$ cat src/hw/rtl/channel_activity_history_macros.svh
// channel_activity_history_macros.svh: assertion macros for the activity history block
// no dependencies; included by modules that carry concurrent checks
`ifndef CHANNEL_ACTIVITY_HISTORY_MACROS_SVH
`define CHANNEL_ACTIVITY_HISTORY_MACROS_SVH

// same-cycle implication, disabled during reset
`define CAH_ASSERT_NOW(label, clk, rst_n, ante, cons, msg) \
	label: assert property (@(posedge clk) disable iff (!(rst_n)) (ante) |-> (cons)) \
		else $error(msg);

// next-cycle implication, disabled during reset
`define CAH_ASSERT_NEXT(label, clk, rst_n, ante, cons, msg) \
	label: assert property (@(posedge clk) disable iff (!(rst_n)) (ante) |=> (cons)) \
		else $error(msg);

`endif

$ cat src/hw/rtl/cah_pkg.sv
// cah_pkg.sv: types, constants and defaults for the channel activity history block
// no dependencies; used by channel_activity_history, cah_sec_div and cah_hist_core
`default_nettype none

package cah_pkg;

	// field widths fixed by the word formats; a 64-bit ms count needs 55 bits of seconds
	localparam int unsigned MS_W   = 64;
	localparam int unsigned CNT_W  = 32;
	localparam int unsigned SEC_W  = 55;
	localparam int unsigned FLAG_W = 4;
	localparam int unsigned ROW_W  = 20;

	// default parameter values
	localparam int unsigned HISTORY_LEN_DEF  = 60;
	localparam int unsigned CELL_SPAN_DEF    = 3;
	localparam int unsigned COUNTER_BITS_DEF = 32;

	// flag coding of one history entry
	localparam logic [FLAG_W-1:0] FLAG_NONE    = 4'h0;
	localparam logic [FLAG_W-1:0] FLAG_UNKNOWN = 4'h8;
	localparam int unsigned FLAG_RX_BIT   = 0;
	localparam int unsigned FLAG_TX_BIT   = 1;
	localparam int unsigned FLAG_BUSY_BIT = 2;
	localparam int unsigned FLAG_UNK_BIT  = 3;

	// ms to seconds: 1000 = 125 << 3, so shift by 3, then divide by 125 one
	// 16-bit digit per stage; each digit step is a reciprocal multiplication
	// floor(v * RECIP >> 30), exact for any v below 125 * 2^16
	localparam int unsigned MS_SHIFT       = 3;
	localparam int unsigned REM_W          = 7;
	localparam logic [REM_W:0] DIV_CONST   = 8'd125;
	localparam int unsigned WORK_W         = 64;
	localparam int unsigned DIV_DIGIT_W    = 16;
	localparam int unsigned DIV_STAGES     = WORK_W / DIV_DIGIT_W;
	localparam int unsigned DIV_V_W        = REM_W + DIV_DIGIT_W;
	localparam int unsigned RECIP_W        = 24;
	localparam logic [RECIP_W-1:0] DIV_RECIP = 24'd8589935;
	localparam int unsigned RECIP_SHIFT    = 30;

	typedef struct packed {
		logic [MS_W-1:0]  now_ms;
		logic             telemetry_valid;
		logic [CNT_W-1:0] rx_frames;
		logic [CNT_W-1:0] tx_frames;
		logic [CNT_W-1:0] busy_count;
	} in_word_t;

	typedef struct packed {
		logic             telemetry_valid;
		logic [CNT_W-1:0] rx_frames;
		logic [CNT_W-1:0] tx_frames;
		logic [CNT_W-1:0] busy_count;
	} side_t;

	typedef struct packed {
		logic [SEC_W-1:0] second;
		side_t            side;
	} sec_word_t;

	typedef struct packed {
		logic              history_moved;
		logic [FLAG_W-1:0] newest_flags;
		logic [ROW_W-1:0]  rx_row;
		logic [ROW_W-1:0]  tx_row;
		logic [ROW_W-1:0]  busy_row;
		logic [ROW_W-1:0]  unknown_row;
	} out_word_t;

endpackage

`default_nettype wire

$ cat src/hw/rtl/cah_chan_if.sv
// cah_chan_if.sv: valid/ready channel carrying one word of a given payload type
// no dependencies; payload types come from cah_pkg at the instantiation
`default_nettype none

interface cah_chan_if #(
	parameter type payload_t = logic [0:0]
) ();
	logic     valid;
	logic     ready;
	payload_t data;

	modport source (output valid, output data, input ready);
	modport sink (input valid, input data, output ready);
endinterface

`default_nettype wire

$ cat src/hw/rtl/channel_activity_history.sv
// channel_activity_history.sv: top level of the one-minute radio activity history
// depends on cah_pkg, cah_chan_if, cah_sec_div and cah_hist_core
//
//   channel  dir  payload      contents
//   item     in   in_word_t    now_ms, telemetry_valid, rx/tx/busy counters
//   result   out  out_word_t   history_moved, newest_flags, four 20-bit cell rows
//
// one word accepted per cycle unless the divide stages are full and blocked; the accepted word
// passes through four divide-by-1000 stages (16 quotient bits each) into the history core,
// which loads the result register from it
// reset is immediate: history reads all unknown at once, no clearing pass
// a stage holds only when the stage after it is full and blocked, so bubbles collapse;
// while a result waits the input keeps taking words until the divide stages are full
`default_nettype none

module channel_activity_history #(
	parameter int unsigned HISTORY_LEN  = cah_pkg::HISTORY_LEN_DEF,
	parameter int unsigned CELL_SPAN    = cah_pkg::CELL_SPAN_DEF,
	parameter int unsigned COUNTER_BITS = cah_pkg::COUNTER_BITS_DEF
) (
	input  wire logic   clk,
	input  wire logic   arst_n,
	cah_chan_if.sink    item,
	cah_chan_if.source  result
);

	// seconds channel between divider and history core
	cah_chan_if #(.payload_t(cah_pkg::sec_word_t)) sec_ch ();

	cah_sec_div u_div (
		.clk    (clk),
		.arst_n (arst_n),
		.item   (item),
		.sec    (sec_ch.source)
	);

	cah_hist_core #(
		.HISTORY_LEN  (HISTORY_LEN),
		.CELL_SPAN    (CELL_SPAN),
		.COUNTER_BITS (COUNTER_BITS)
	) u_core (
		.clk    (clk),
		.arst_n (arst_n),
		.sec    (sec_ch.sink),
		.result (result)
	);

endmodule

`default_nettype wire

$ cat src/hw/rtl/cah_sec_div.sv
// cah_sec_div.sv: pipelined millisecond to second conversion, counters ride alongside
// depends on cah_pkg and cah_chan_if
`default_nettype none

module cah_sec_div (
	input  wire logic   clk,
	input  wire logic   arst_n,
	cah_chan_if.sink    item,
	cah_chan_if.source  sec
);

	typedef struct packed {
		logic [cah_pkg::REM_W-1:0]  rem;
		logic [cah_pkg::WORK_W-1:0] work;
	} div_state_t;

	localparam int unsigned PROD_W = cah_pkg::DIV_V_W + cah_pkg::RECIP_W;

	// one stage: next 16-bit digit divided by 125 through the reciprocal,
	// remainder carried on, quotient digit shifted in at the bottom
	function automatic div_state_t div_step(input div_state_t st);
		div_state_t                       r;
		logic [cah_pkg::DIV_V_W-1:0]      v;
		logic [PROD_W-1:0]                prod;
		logic [cah_pkg::DIV_DIGIT_W-1:0]  q;
		logic [cah_pkg::DIV_V_W-1:0]      diff;
		v = {st.rem, st.work[cah_pkg::WORK_W-1 -: cah_pkg::DIV_DIGIT_W]};
		prod = PROD_W'(v) * PROD_W'(cah_pkg::DIV_RECIP);
		q = prod[cah_pkg::RECIP_SHIFT +: cah_pkg::DIV_DIGIT_W];
		diff = v - cah_pkg::DIV_V_W'(q) * cah_pkg::DIV_V_W'(cah_pkg::DIV_CONST);
		r.rem = diff[cah_pkg::REM_W-1:0];
		r.work = {st.work[cah_pkg::WORK_W-cah_pkg::DIV_DIGIT_W-1:0], q};
		return r;
	endfunction

	localparam int unsigned N = cah_pkg::DIV_STAGES;

	logic [N-1:0]                div_valid_s;
	div_state_t [N-1:0]          div_state_s;
	cah_pkg::side_t [N-1:0]      div_side_s;

	logic [N:0]                  load_ok;
	logic [N-1:0]                stg_valid_in;
	div_state_t [N-1:0]          stg_state_in;
	cah_pkg::side_t [N-1:0]      stg_side_in;

	// per-stage load enable, bubbles collapse
	always_comb begin
		load_ok[N] = sec.ready;
		for (int k = N - 1; k >= 0; k--) begin
			load_ok[k] = !div_valid_s[k] || load_ok[k+1];
		end
	end

	// stage inputs
	always_comb begin
		stg_valid_in[0] = item.valid;
		stg_state_in[0].rem = '0;
		stg_state_in[0].work = cah_pkg::WORK_W'(item.data.now_ms >> cah_pkg::MS_SHIFT);
		stg_side_in[0].telemetry_valid = item.data.telemetry_valid;
		stg_side_in[0].rx_frames = item.data.rx_frames;
		stg_side_in[0].tx_frames = item.data.tx_frames;
		stg_side_in[0].busy_count = item.data.busy_count;
		for (int k = 1; k < N; k++) begin
			stg_valid_in[k] = div_valid_s[k-1];
			stg_state_in[k] = div_state_s[k-1];
			stg_side_in[k] = div_side_s[k-1];
		end
	end

	// stage valid bits
	always_ff @(posedge clk or negedge arst_n) begin
		if (!arst_n) begin
			div_valid_s <= '0;
		end else begin
			for (int k = 0; k < N; k++) begin
				if (load_ok[k]) begin
					div_valid_s[k] <= stg_valid_in[k];
				end
			end
		end
	end

	// stage payload
	always_ff @(posedge clk) begin
		for (int k = 0; k < N; k++) begin
			if (load_ok[k] && stg_valid_in[k]) begin
				div_state_s[k] <= div_step(stg_state_in[k]);
				div_side_s[k] <= stg_side_in[k];
			end
		end
	end

	assign item.ready = load_ok[0];
	assign sec.valid = div_valid_s[N-1];
	assign sec.data.second = div_state_s[N-1].work[cah_pkg::SEC_W-1:0];
	assign sec.data.side = div_side_s[N-1];

endmodule

`default_nettype wire

$ cat src/hw/rtl/cah_hist_core.sv
// cah_hist_core.sv: history state, shift and flag update, cell summary and result register
// depends on cah_pkg, cah_chan_if and channel_activity_history_macros.svh
`default_nettype none

`include "channel_activity_history_macros.svh"

module cah_hist_core #(
	parameter int unsigned HISTORY_LEN  = cah_pkg::HISTORY_LEN_DEF,
	parameter int unsigned CELL_SPAN    = cah_pkg::CELL_SPAN_DEF,
	parameter int unsigned COUNTER_BITS = cah_pkg::COUNTER_BITS_DEF
) (
	input  wire logic   clk,
	input  wire logic   arst_n,
	cah_chan_if.sink    sec,
	cah_chan_if.source  result
);

	localparam int unsigned FW      = cah_pkg::FLAG_W;
	localparam int unsigned SHIFT_W = $clog2(HISTORY_LEN + 1);
	localparam int unsigned CW      = (COUNTER_BITS < cah_pkg::CNT_W) ? COUNTER_BITS
		: cah_pkg::CNT_W;
	localparam int unsigned CELLS_RAW = HISTORY_LEN / CELL_SPAN;
	localparam int unsigned NCELLS    = (CELLS_RAW < cah_pkg::ROW_W) ? CELLS_RAW
		: cah_pkg::ROW_W;

	typedef logic [HISTORY_LEN-1:0][FW-1:0] hist_t;

	// state
	hist_t                     hist_q;
	logic                      started_q;
	logic [cah_pkg::SEC_W-1:0] last_sec_q;
	logic [CW-1:0]             last_rx_q;
	logic [CW-1:0]             last_tx_q;
	logic [CW-1:0]             last_busy_q;
	logic                      last_valid_q;

	// result register
	logic                      res_v_q;
	cah_pkg::out_word_t        res_q;

	logic                      acc;
	logic                      same;
	logic                      restart;
	logic                      fresh;
	logic [cah_pkg::SEC_W-1:0] elapsed;
	logic [SHIFT_W-1:0]        shift_n;
	logic [CW-1:0]             rx_c;
	logic [CW-1:0]             tx_c;
	logic [CW-1:0]             busy_c;
	logic [2*HISTORY_LEN*FW-1:0] ext;
	hist_t                     hist_shift;
	hist_t                     hist_d;
	logic [FW-1:0]             newest;
	logic [cah_pkg::ROW_W-1:0] rows_d [FW];
	logic [FW-1:0]             cell_acc;

	assign acc = sec.valid && sec.ready;
	assign sec.ready = !res_v_q || result.ready;

	assign rx_c = sec.data.side.rx_frames[CW-1:0];
	assign tx_c = sec.data.side.tx_frames[CW-1:0];
	assign busy_c = sec.data.side.busy_count[CW-1:0];

	// second compare and elapsed time
	assign same = started_q && (sec.data.second == last_sec_q);
	assign restart = !started_q || (sec.data.second < last_sec_q);
	assign elapsed = sec.data.second - last_sec_q;
	assign shift_n = (elapsed > cah_pkg::SEC_W'(HISTORY_LEN)) ? SHIFT_W'(HISTORY_LEN)
		: elapsed[SHIFT_W-1:0];

	// shift toward the oldest end, unknown fills in at the newest end
	assign ext = {{HISTORY_LEN{cah_pkg::FLAG_UNKNOWN}}, hist_q};
	always_comb begin
		logic [2*HISTORY_LEN*FW-1:0] sh;
		sh = ext >> {shift_n, 2'b00};
		hist_shift = sh[HISTORY_LEN*FW-1:0];
	end

	// newest entry gets change bits after exactly one clean second
	assign fresh = (elapsed == cah_pkg::SEC_W'(1)) && last_valid_q
		&& sec.data.side.telemetry_valid
		&& (rx_c >= last_rx_q) && (tx_c >= last_tx_q) && (busy_c >= last_busy_q);

	always_comb begin
		newest = cah_pkg::FLAG_NONE;
		newest[cah_pkg::FLAG_RX_BIT] = (rx_c != last_rx_q);
		newest[cah_pkg::FLAG_TX_BIT] = (tx_c != last_tx_q);
		newest[cah_pkg::FLAG_BUSY_BIT] = (busy_c != last_busy_q);
	end

	// next history
	always_comb begin
		priority if (same) begin
			hist_d = hist_q;
		end else if (restart) begin
			hist_d = {HISTORY_LEN{cah_pkg::FLAG_UNKNOWN}};
		end else begin
			hist_d = hist_shift;
			if (fresh) begin
				hist_d[HISTORY_LEN-1] = newest;
			end
		end
	end

	// cell summary over the next history
	always_comb begin
		for (int b = 0; b < int'(FW); b++) begin
			rows_d[b] = '0;
		end
		cell_acc = '0;
		for (int c = 0; c < int'(NCELLS); c++) begin
			cell_acc = '0;
			for (int k = 0; k < int'(CELL_SPAN); k++) begin
				cell_acc = cell_acc | hist_d[c*CELL_SPAN + k];
			end
			for (int b = 0; b < int'(FW); b++) begin
				rows_d[b][c] = cell_acc[b];
			end
		end
	end

	// history and last-sample state
	always_ff @(posedge clk or negedge arst_n) begin
		if (!arst_n) begin
			hist_q <= {HISTORY_LEN{cah_pkg::FLAG_UNKNOWN}};
			started_q <= 1'b0;
			last_sec_q <= '0;
			last_rx_q <= '0;
			last_tx_q <= '0;
			last_busy_q <= '0;
			last_valid_q <= 1'b0;
		end else if (acc) begin
			hist_q <= hist_d;
			if (!same) begin
				started_q <= 1'b1;
				last_sec_q <= sec.data.second;
				last_rx_q <= rx_c;
				last_tx_q <= tx_c;
				last_busy_q <= busy_c;
				last_valid_q <= sec.data.side.telemetry_valid;
			end
		end
	end

	// result valid
	always_ff @(posedge clk or negedge arst_n) begin
		if (!arst_n) begin
			res_v_q <= 1'b0;
		end else if (acc) begin
			res_v_q <= 1'b1;
		end else if (result.ready) begin
			res_v_q <= 1'b0;
		end
	end

	// result payload
	always_ff @(posedge clk) begin
		if (acc) begin
			res_q.history_moved <= !same;
			res_q.newest_flags <= hist_d[HISTORY_LEN-1];
			res_q.rx_row <= rows_d[cah_pkg::FLAG_RX_BIT];
			res_q.tx_row <= rows_d[cah_pkg::FLAG_TX_BIT];
			res_q.busy_row <= rows_d[cah_pkg::FLAG_BUSY_BIT];
			res_q.unknown_row <= rows_d[cah_pkg::FLAG_UNK_BIT];
		end
	end

	assign result.valid = res_v_q;
	assign result.data = res_q;

	// checks
	`CAH_ASSERT_NEXT(a_repeat_keeps_history, clk, arst_n, acc && same, $stable(hist_q), "repeated second changed the history")
	`CAH_ASSERT_NEXT(a_started_after_word, clk, arst_n, acc, started_q, "not started after an accepted word")
	`CAH_ASSERT_NEXT(a_restart_newest_unknown, clk, arst_n, acc && restart, res_q.newest_flags == cah_pkg::FLAG_UNKNOWN, "restart left newest entry known")
	`CAH_ASSERT_NOW(a_newest_coding, clk, arst_n, res_v_q, !(res_q.newest_flags[cah_pkg::FLAG_UNK_BIT] && (|res_q.newest_flags[cah_pkg::FLAG_BUSY_BIT:cah_pkg::FLAG_RX_BIT])), "unknown newest entry carries activity bits")

endmodule

`default_nettype wire

$ cat src/flat_wrapper.sv
// flat-port wrapper written by rule: the top's interface ports become plain ports
module channel_activity_history_flat 
#(
	parameter int unsigned HISTORY_LEN  = cah_pkg::HISTORY_LEN_DEF,
	parameter int unsigned CELL_SPAN    = cah_pkg::CELL_SPAN_DEF,
	parameter int unsigned COUNTER_BITS = cah_pkg::COUNTER_BITS_DEF
)
  (clk, arst_n, item_valid, item_data, item_ready, result_valid, result_data, result_ready);
  cah_chan_if #(.payload_t(cah_pkg::in_word_t)) item_i ();
  cah_chan_if #(.payload_t(cah_pkg::out_word_t)) result_i ();
  input  wire logic clk;
  input  wire logic arst_n;
  input wire logic [$bits(item_i.valid)-1:0] item_valid;
  input wire logic [$bits(item_i.data)-1:0] item_data;
  output wire logic [$bits(item_i.ready)-1:0] item_ready;
  output wire logic [$bits(result_i.valid)-1:0] result_valid;
  output wire logic [$bits(result_i.data)-1:0] result_data;
  input wire logic [$bits(result_i.ready)-1:0] result_ready;
  assign item_i.valid = item_valid;
  assign item_i.data = item_data;
  assign item_ready = item_i.ready;
  assign result_valid = result_i.valid;
  assign result_data = result_i.data;
  assign result_i.ready = result_ready;
  channel_activity_history #(.HISTORY_LEN(HISTORY_LEN), .CELL_SPAN(CELL_SPAN), .COUNTER_BITS(COUNTER_BITS)) u_core (.clk(clk), .arst_n(arst_n), .item(item_i), .result(result_i));
endmodule
$ cat config.mk
export PLATFORM = sky130hd
export DESIGN_NAME = channel_activity_history_flat
export DESIGN_NICKNAME = d
export VERILOG_FILES = /design/src/hw/rtl/cah_pkg.sv /design/src/hw/rtl/cah_chan_if.sv /design/src/hw/rtl/channel_activity_history.sv /design/src/hw/rtl/cah_sec_div.sv /design/src/hw/rtl/cah_hist_core.sv /design/src/flat_wrapper.sv
export VERILOG_INCLUDE_DIRS = /design/src /design/src/hw/rtl
export SDC_FILE = /design/constraint.sdc
export NUM_CORES = 2
export LEC_CHECK = 0
export ABC_AREA = 1
export BUFFER_PORTS_ARGS = -buffer_cell sky130_fd_sc_hd__buf_2
export CORE_MARGIN = 2
export CORE_UTILIZATION = 37
export CTS_CLUSTER_DIAMETER = 120
export CTS_CLUSTER_SIZE = 10
export DETAILED_ROUTE_END_ITERATION = 12
export GPL_TIMING_DRIVEN = 0
export PLACE_DENSITY = 0.57
export SYNTH_ARGS = -nofsm -noshare
export SYNTH_HDL_FRONTEND = slang
export SYNTH_SLANG_ARGS = --single-unit
$ cat constraint.sdc
create_clock -name clk -period 11.4 [get_ports clk]
set_clock_uncertainty 0.15 [all_clocks]
set_input_delay 2.85 -clock clk [delete_from_list [all_inputs] [get_ports clk]]
set_output_delay 2.85 -clock clk [all_outputs]
set_load 0.005 [all_outputs]
Yosys cells after proc, flatten, opt, wreduce, memory -nomap -nowiden
Cells that the tools add are included.
W data, S select, Z words.
{ "word_totals": {"regBits": 1139, "inputBits": 165, "output_inout_bits": 87} }
{ "classes": {"add_sub_neg": 4, "multipliers": 7, "order_cmp": 5, "n_eq_ne": 5, "n_shift": 1, "muxes": 6, "n_bitwise": 41, "reduce_logical": 26} }
{ "op_table": {"columns": ["cell", "count"], "rows": [
  ["$mux W240", 2],
  ["$shr A480 B8 Y240", 1],
  ["$or A4 B4 Y4", 40],
  ["$mul A23 B24 Y46 const B", 3],
  ["$ge A32 B32 Y1", 3],
  ["$ne A32 B32 Y1", 3],
  ["$eq A55 B1 Y1 const B", 1],
  ["$eq A55 B55 Y1", 1],
  ["$gt A55 B6 Y1 const B", 1],
  ["$lt A55 B55 Y1", 1],
  ["$sub A55 B55 Y55", 1],
  ["$mul A13 B24 Y37 const B", 1],
  ["$mul A16 B7 Y7 const B", 2],
  ["$sub A7 B7 Y7", 3],
  ["$logic_and A1 B1 Y1", 11],
  ["$logic_not A1 Y1", 7],
  ["$mul A7 B3 Y7 const B", 1],
  ["$logic_or A1 B1 Y1", 6],
  ["$mux W6", 1],
  ["$mux W4", 1],
  ["$mux W1", 2],
  ["$reduce_and A2 Y1", 1],
  ["$reduce_bool A2 Y1", 1],
  ["$not A1 Y1", 1]
]} }

Logic depth before layout (Yosys ltp)
{ "logic_depth": {"ltp_word": 12, "depth_mapped": 45, "depth_no_buf": 45} }

Modules after synthesis
Synthesis repeated with hierarchy kept, for this count alone.
{ "hier_totals": {"hier_cells": 11704, "area_unflattened_um2": 95686.8} }
{ "modules_own_cells": {"columns": ["module", "n_inst", "cells_per_inst", "area_each_um2", "seq_area_each_um2"], "rows": [
  ["cah_sec_div", 1, 4750, 53083.4, 18988.2],
  ["cah_hist_core", 1, 6954, 42603.4, 12487.0]
]} }

Least setup slack after synthesis
OpenSTA, ideal clock, no wires.
{ "synth_timing": {"kind": "input-to-reg", "startpoint": "in result_ready", "endpoint": "reg u_core.u_div.div_side_s[0] (netlist name) (enable)", "setup_ns": 0.683, "arrival_ns": 9.958, "path_slack_ns": 0.609, "cell_stages": 10, "cell_sequence": "nor2_1 inv_1 nor2_1 inv_1 nor2_1 inv_1 nor2_1 inv_1 nor2_1 nor2_1"} }
{ "synth_via": {"elab_chain_len": 6} }
{ "synth_rtl": {"columns": ["element", "line", "text"], "rows": [
  ["start: declaration", "flat_wrapper.sv:18", "input wire logic [$bits(result_i.ready)-1:0] result_ready;"],
  ["$logic_or A1 B1 Y1", "cah_hist_core.sv:58", "assign sec.ready = !res_v_q || result.ready;"],
  ["$logic_or A1 B1 Y1 (4 in series)", "cah_sec_div.sv:51", "load_ok[k] = !div_valid_s[k] || load_ok[k+1];"],
  ["$logic_and A1 B1 Y1", "cah_sec_div.sv:87", "if (load_ok[k] && stg_valid_in[k]) begin"],
  ["end signal: indexed assignment", "cah_sec_div.sv:89", "div_side_s[k] <= stg_side_in[k];"],
  ["end: declaration", "cah_sec_div.sv:40", "cah_pkg::side_t [N-1:0] div_side_s;"]
]} }
No other way between the ends.
A chain may end at the register's enable or synchronous reset.

Final worst setup path
{ "layout_timing": {"startpoint": "reg u_core.u_div.div_state_s[130] (netlist name)", "endpoint": "reg u_core.u_div.div_state_s[212] (netlist name) (data pin)"} }
{ "layout_via": {"elab_chain_len": 3} }
{ "layout_rtl": {"columns": ["element", "line", "text"], "rows": [
  ["start: declaration", "cah_sec_div.sv:39", "div_state_t [N-1:0] div_state_s;"],
  ["start signal: indexed assignment", "cah_sec_div.sv:88", "div_state_s[k] <= div_step(stg_state_in[k]);"],
  ["$mul A23 B24 Y46", "cah_sec_div.sv:28", "prod = PROD_W'(v) * PROD_W'(cah_pkg::DIV_RECIP);"],
  ["$mul A16 B7 Y7", "cah_sec_div.sv:30", "diff = v - cah_pkg::DIV_V_W'(q) * cah_pkg::DIV_V_W'(cah_pkg::DIV_CONST);"],
  ["$sub A7 B7 Y7", "cah_sec_div.sv:30", null]
]} }
No other way between the ends.

==> results.ini <==
[run_status]
status = complete, but fails checks
failed_checks = capacitance limit, slew limit

[timing]
maxSlewViolCount = 219
slew_headroom_pct = -13.8
fmax_mhz = 95.0
min_period_over_period_pct = 92.4
setup_violations = 0
grt_setup_unrepaired = false
finalHoldViolations = 0
tightest_slew_ps = 1710
layout_min_cycle_time_ps = 10530

[final_layout]
stdcell_count = 14900
drive_above_1_share_pct = 7.52
fin_util_pct = 41.5
final_nets = 13200
area_growth_pct = 11.6

[detailed_routing]
wl_met2_um = 225000
firstDrtPassIters = 9
drc = 0
top_layer = met5
via_count = 89100
drt_iter0_drc = 12100
routed_via_density = 5.97
wl_met3_um = 60800
wirelength_um = 548000
antenna_left = 0
wl_met1_um = 213000
wl_per_cell_um = 36.7

[worst_setup_path]
cp_max_fo = 8
worstPathRequired_ps = 11820
startpoint_type = register
crit-reg2reg-launch = u_core.u_div.div_state_s[130]
crit_arrival_ps = 10950
critical_path.top_delay_family = adder cells
cp-end-kind = register
path_buf_inv = 8
cpMaxStageDelayCell = edfxtp_1
path_common_cell = fa_1
r2r-end = u_core.u_div.div_state_s[212]
slowest_delay_ps = 760
rrSetupSlack_ps = 870
crit_type = reg -> reg
ff2ff_path_depth = 35

[cts]
clk_pin_slew_ps = 70
hold_buffers = 0
clock_sinks = 1112
cts_root_buf = clkbuf_16
clock_path_buffers = 3
cts_buffers = 132
cts_htree_levels = 4
postCtsSetupRepairBufs = 0
worstSkewPairLatency_ps = 920
cts_resized = 0
cts_tree = yes

[floorplanning]
core_area_mm2 = 0.249
die_w_um = 504
die_area_mm2 = 0.254
num_rows = 183
ios = 252
start_util_pct = 37.2
dieHeight_um = 504

[synth]
avgSynthCellArea_um2 = 8.41
post_synth_fa_ha_maj_area_fraction_pct = 25.9
synth_mux_area_share_pct = 0
async_flop_share_pct = 35.8
syn_inst = 11000
synth_nets = 12800
synth_edf_count = 714
synth-simple-area-share_pct = 22.7
synth_top_family_by_area = adder cells
syn_area_mm2 = 0.0926
yosysSeqAreaShare_pct = 34.0
synth_cell_types = 63
yosys.area_share.xor_xnor_pct = 1.01
synth-seq-cells = 1112
yosysWarnings = 0
synth_compound_area_share_pct = 6.56
ys.flop_type = edfxtp_1

[min_path]
timing.hold.worst.class = reg -> reg
min_to = u_core.u_div.div_side_s[136]
hp-start = u_core.u_div.div_side_s[39]
hold_depth = 0

[grt]
antenna_found_initial = 91
grt.overflow.total = 0
grt_pass1_wl_um = 731000
grt_pass1_vias = 86300
track_usage_pct = 42.3
grt_max_degree = 113

[placed_design]
io_buffers = 248
place.gp.congestion = 1.14
dp_hpwl_um = 417000
placed_cells_incl_taps = 14600

[run]
cap_violations = 22

[state kept, by name, summed over array words and instances, names as in the netlist]
register	flops
u_core.u_core.ext	240
u_core.u_div.div_side_s	291
u_core.u_div.div_valid_s	4
u_core.u_core.last_tx_q	32
u_core.u_core.last_rx_q	32
u_core.u_core.started_q	1
u_core.u_div.div_state_s	186
u_core.u_div.sec.data	152
u_core.u_core.last_sec_q	55
u_core.u_core.result.data	85
u_core.u_core.result.valid	1
u_core.u_core.last_valid_q	1
u_core.u_core.last_busy_q	32
[layout make-up]
class / count / area, um2
fillers: 25200 / 145000
multi-input cells: 7566 / 52000
flip-flops and latches: 1112 / 31500
inverters: 1902 / 7160
well taps: 3330 / 4170
clock buffers: 221 / 3670
plain buffers: 430 / 2080
repair buffers: 283 / 2020
clock inverters: 21 / 542
diodes: 63 / 158
[synth_stat cells, types with 17 or more instances]
cell type  number  share of area, %
nand2_1      2333               9.5
nand3_1      1905                10
inv_1        1879               7.6
ha_1         1018                14
edfxtp_1      714                23
fa_1          560                12
o21ai_0       367               2.0
dfrtp_1       338               9.1
nor2_1        321               1.3
a21oi_1       267               1.4
clkbuf_1      184              0.75
buf_2         153              0.83
o21ai_1       120              0.65
o22ai_1       108              0.73
nand4_1        93              0.63
xor2_1         74              0.70
buf_1          63              0.26
dfstp_2        60               1.7
nor3_1         59              0.32
a31oi_1        39              0.26
o211ai_1       35              0.28
xnor2_1        33              0.31
o2111ai_1      25              0.24
a21o_1         20              0.16
buf_4          20              0.16
inv_2          20             0.081
nor2_2         18              0.12
or2_2          18              0.12
nand3b_1       17              0.14
[how the worst max path moves through the flow]
stage	from	to	slack (ps)	depth (start not counted)
after global placement	result_ready	u_core.u_div.div_state_s[103]	-4010	9
after global routing	u_core.u_div.div_state_s[130]	u_core.u_div.div_state_s[212]	470	35
after floorplan	result_ready	u_core.u_div.div_side_s[0]	610	10
after CTS	u_core.u_div.div_state_s[130]	u_core.u_div.div_state_s[212]	940	35
final	u_core.u_div.div_state_s[130]	u_core.u_div.div_state_s[212]	870	35
after detailed placement	item_data[150]	u_core.u_div.div_state_s[70]	340	34
[stage by stage]
step                cell area [um2]  setup WS, ps  TNS (ps)  hold slack (ps)
floorplan                     92600           609         0              250
global placement              98000         -4010  -1834310              250
detailed placement            98900           338         0              255
CTS                          103000           938         0              193
global route                 103000           468         0              200
finish                       103000           871         0              177
[cells by family (layout without fill, tap and decap cells)]
| group | Yosys count | after routing |
|---|---|---|
| AOI/OAI and AO/OA | 1072 | 1072 |
| and+or+nand+nor | 4809 | 4809 |
| adders and majority gates | 1578 | 1578 |
| other | 0 | 63 |
| xor gates and xnor gates | 107 | 107 |
| buffers and inverters | 2332 | 2857 |
| DFF | 1112 | 1112 |
[cells in the final DEF (no fill, tap or decap), types with 63 or more instances in the layout]
master / instances
edfxtp_1: 714
nand4_1: 93
nor2_1: 318
a21oi_1: 267
o21ai_1: 118
clkbuf_16: 132
nand3_1: 1905
dfrtp_1: 338
nand2_1: 2333
xor2_1: 74
buf_2: 435
inv_1: 1877
ha_1: 1018
o21ai_0: 367
clkbuf_1: 205
clkbuf_2: 64
o22ai_1: 108
diode_2: 63
fa_1: 560
[layer usage]
layer	GRT usage [%]	vias to the layer above
met2	61.2	5897
met5	0.563	-
met3	14.7	1748
met4	30.8	44
met1	52.2	44100
li1	-	37300
Power is not shown: default switching activity piles up to over one toggle a cycle in this logic, so the estimate is an artifact.
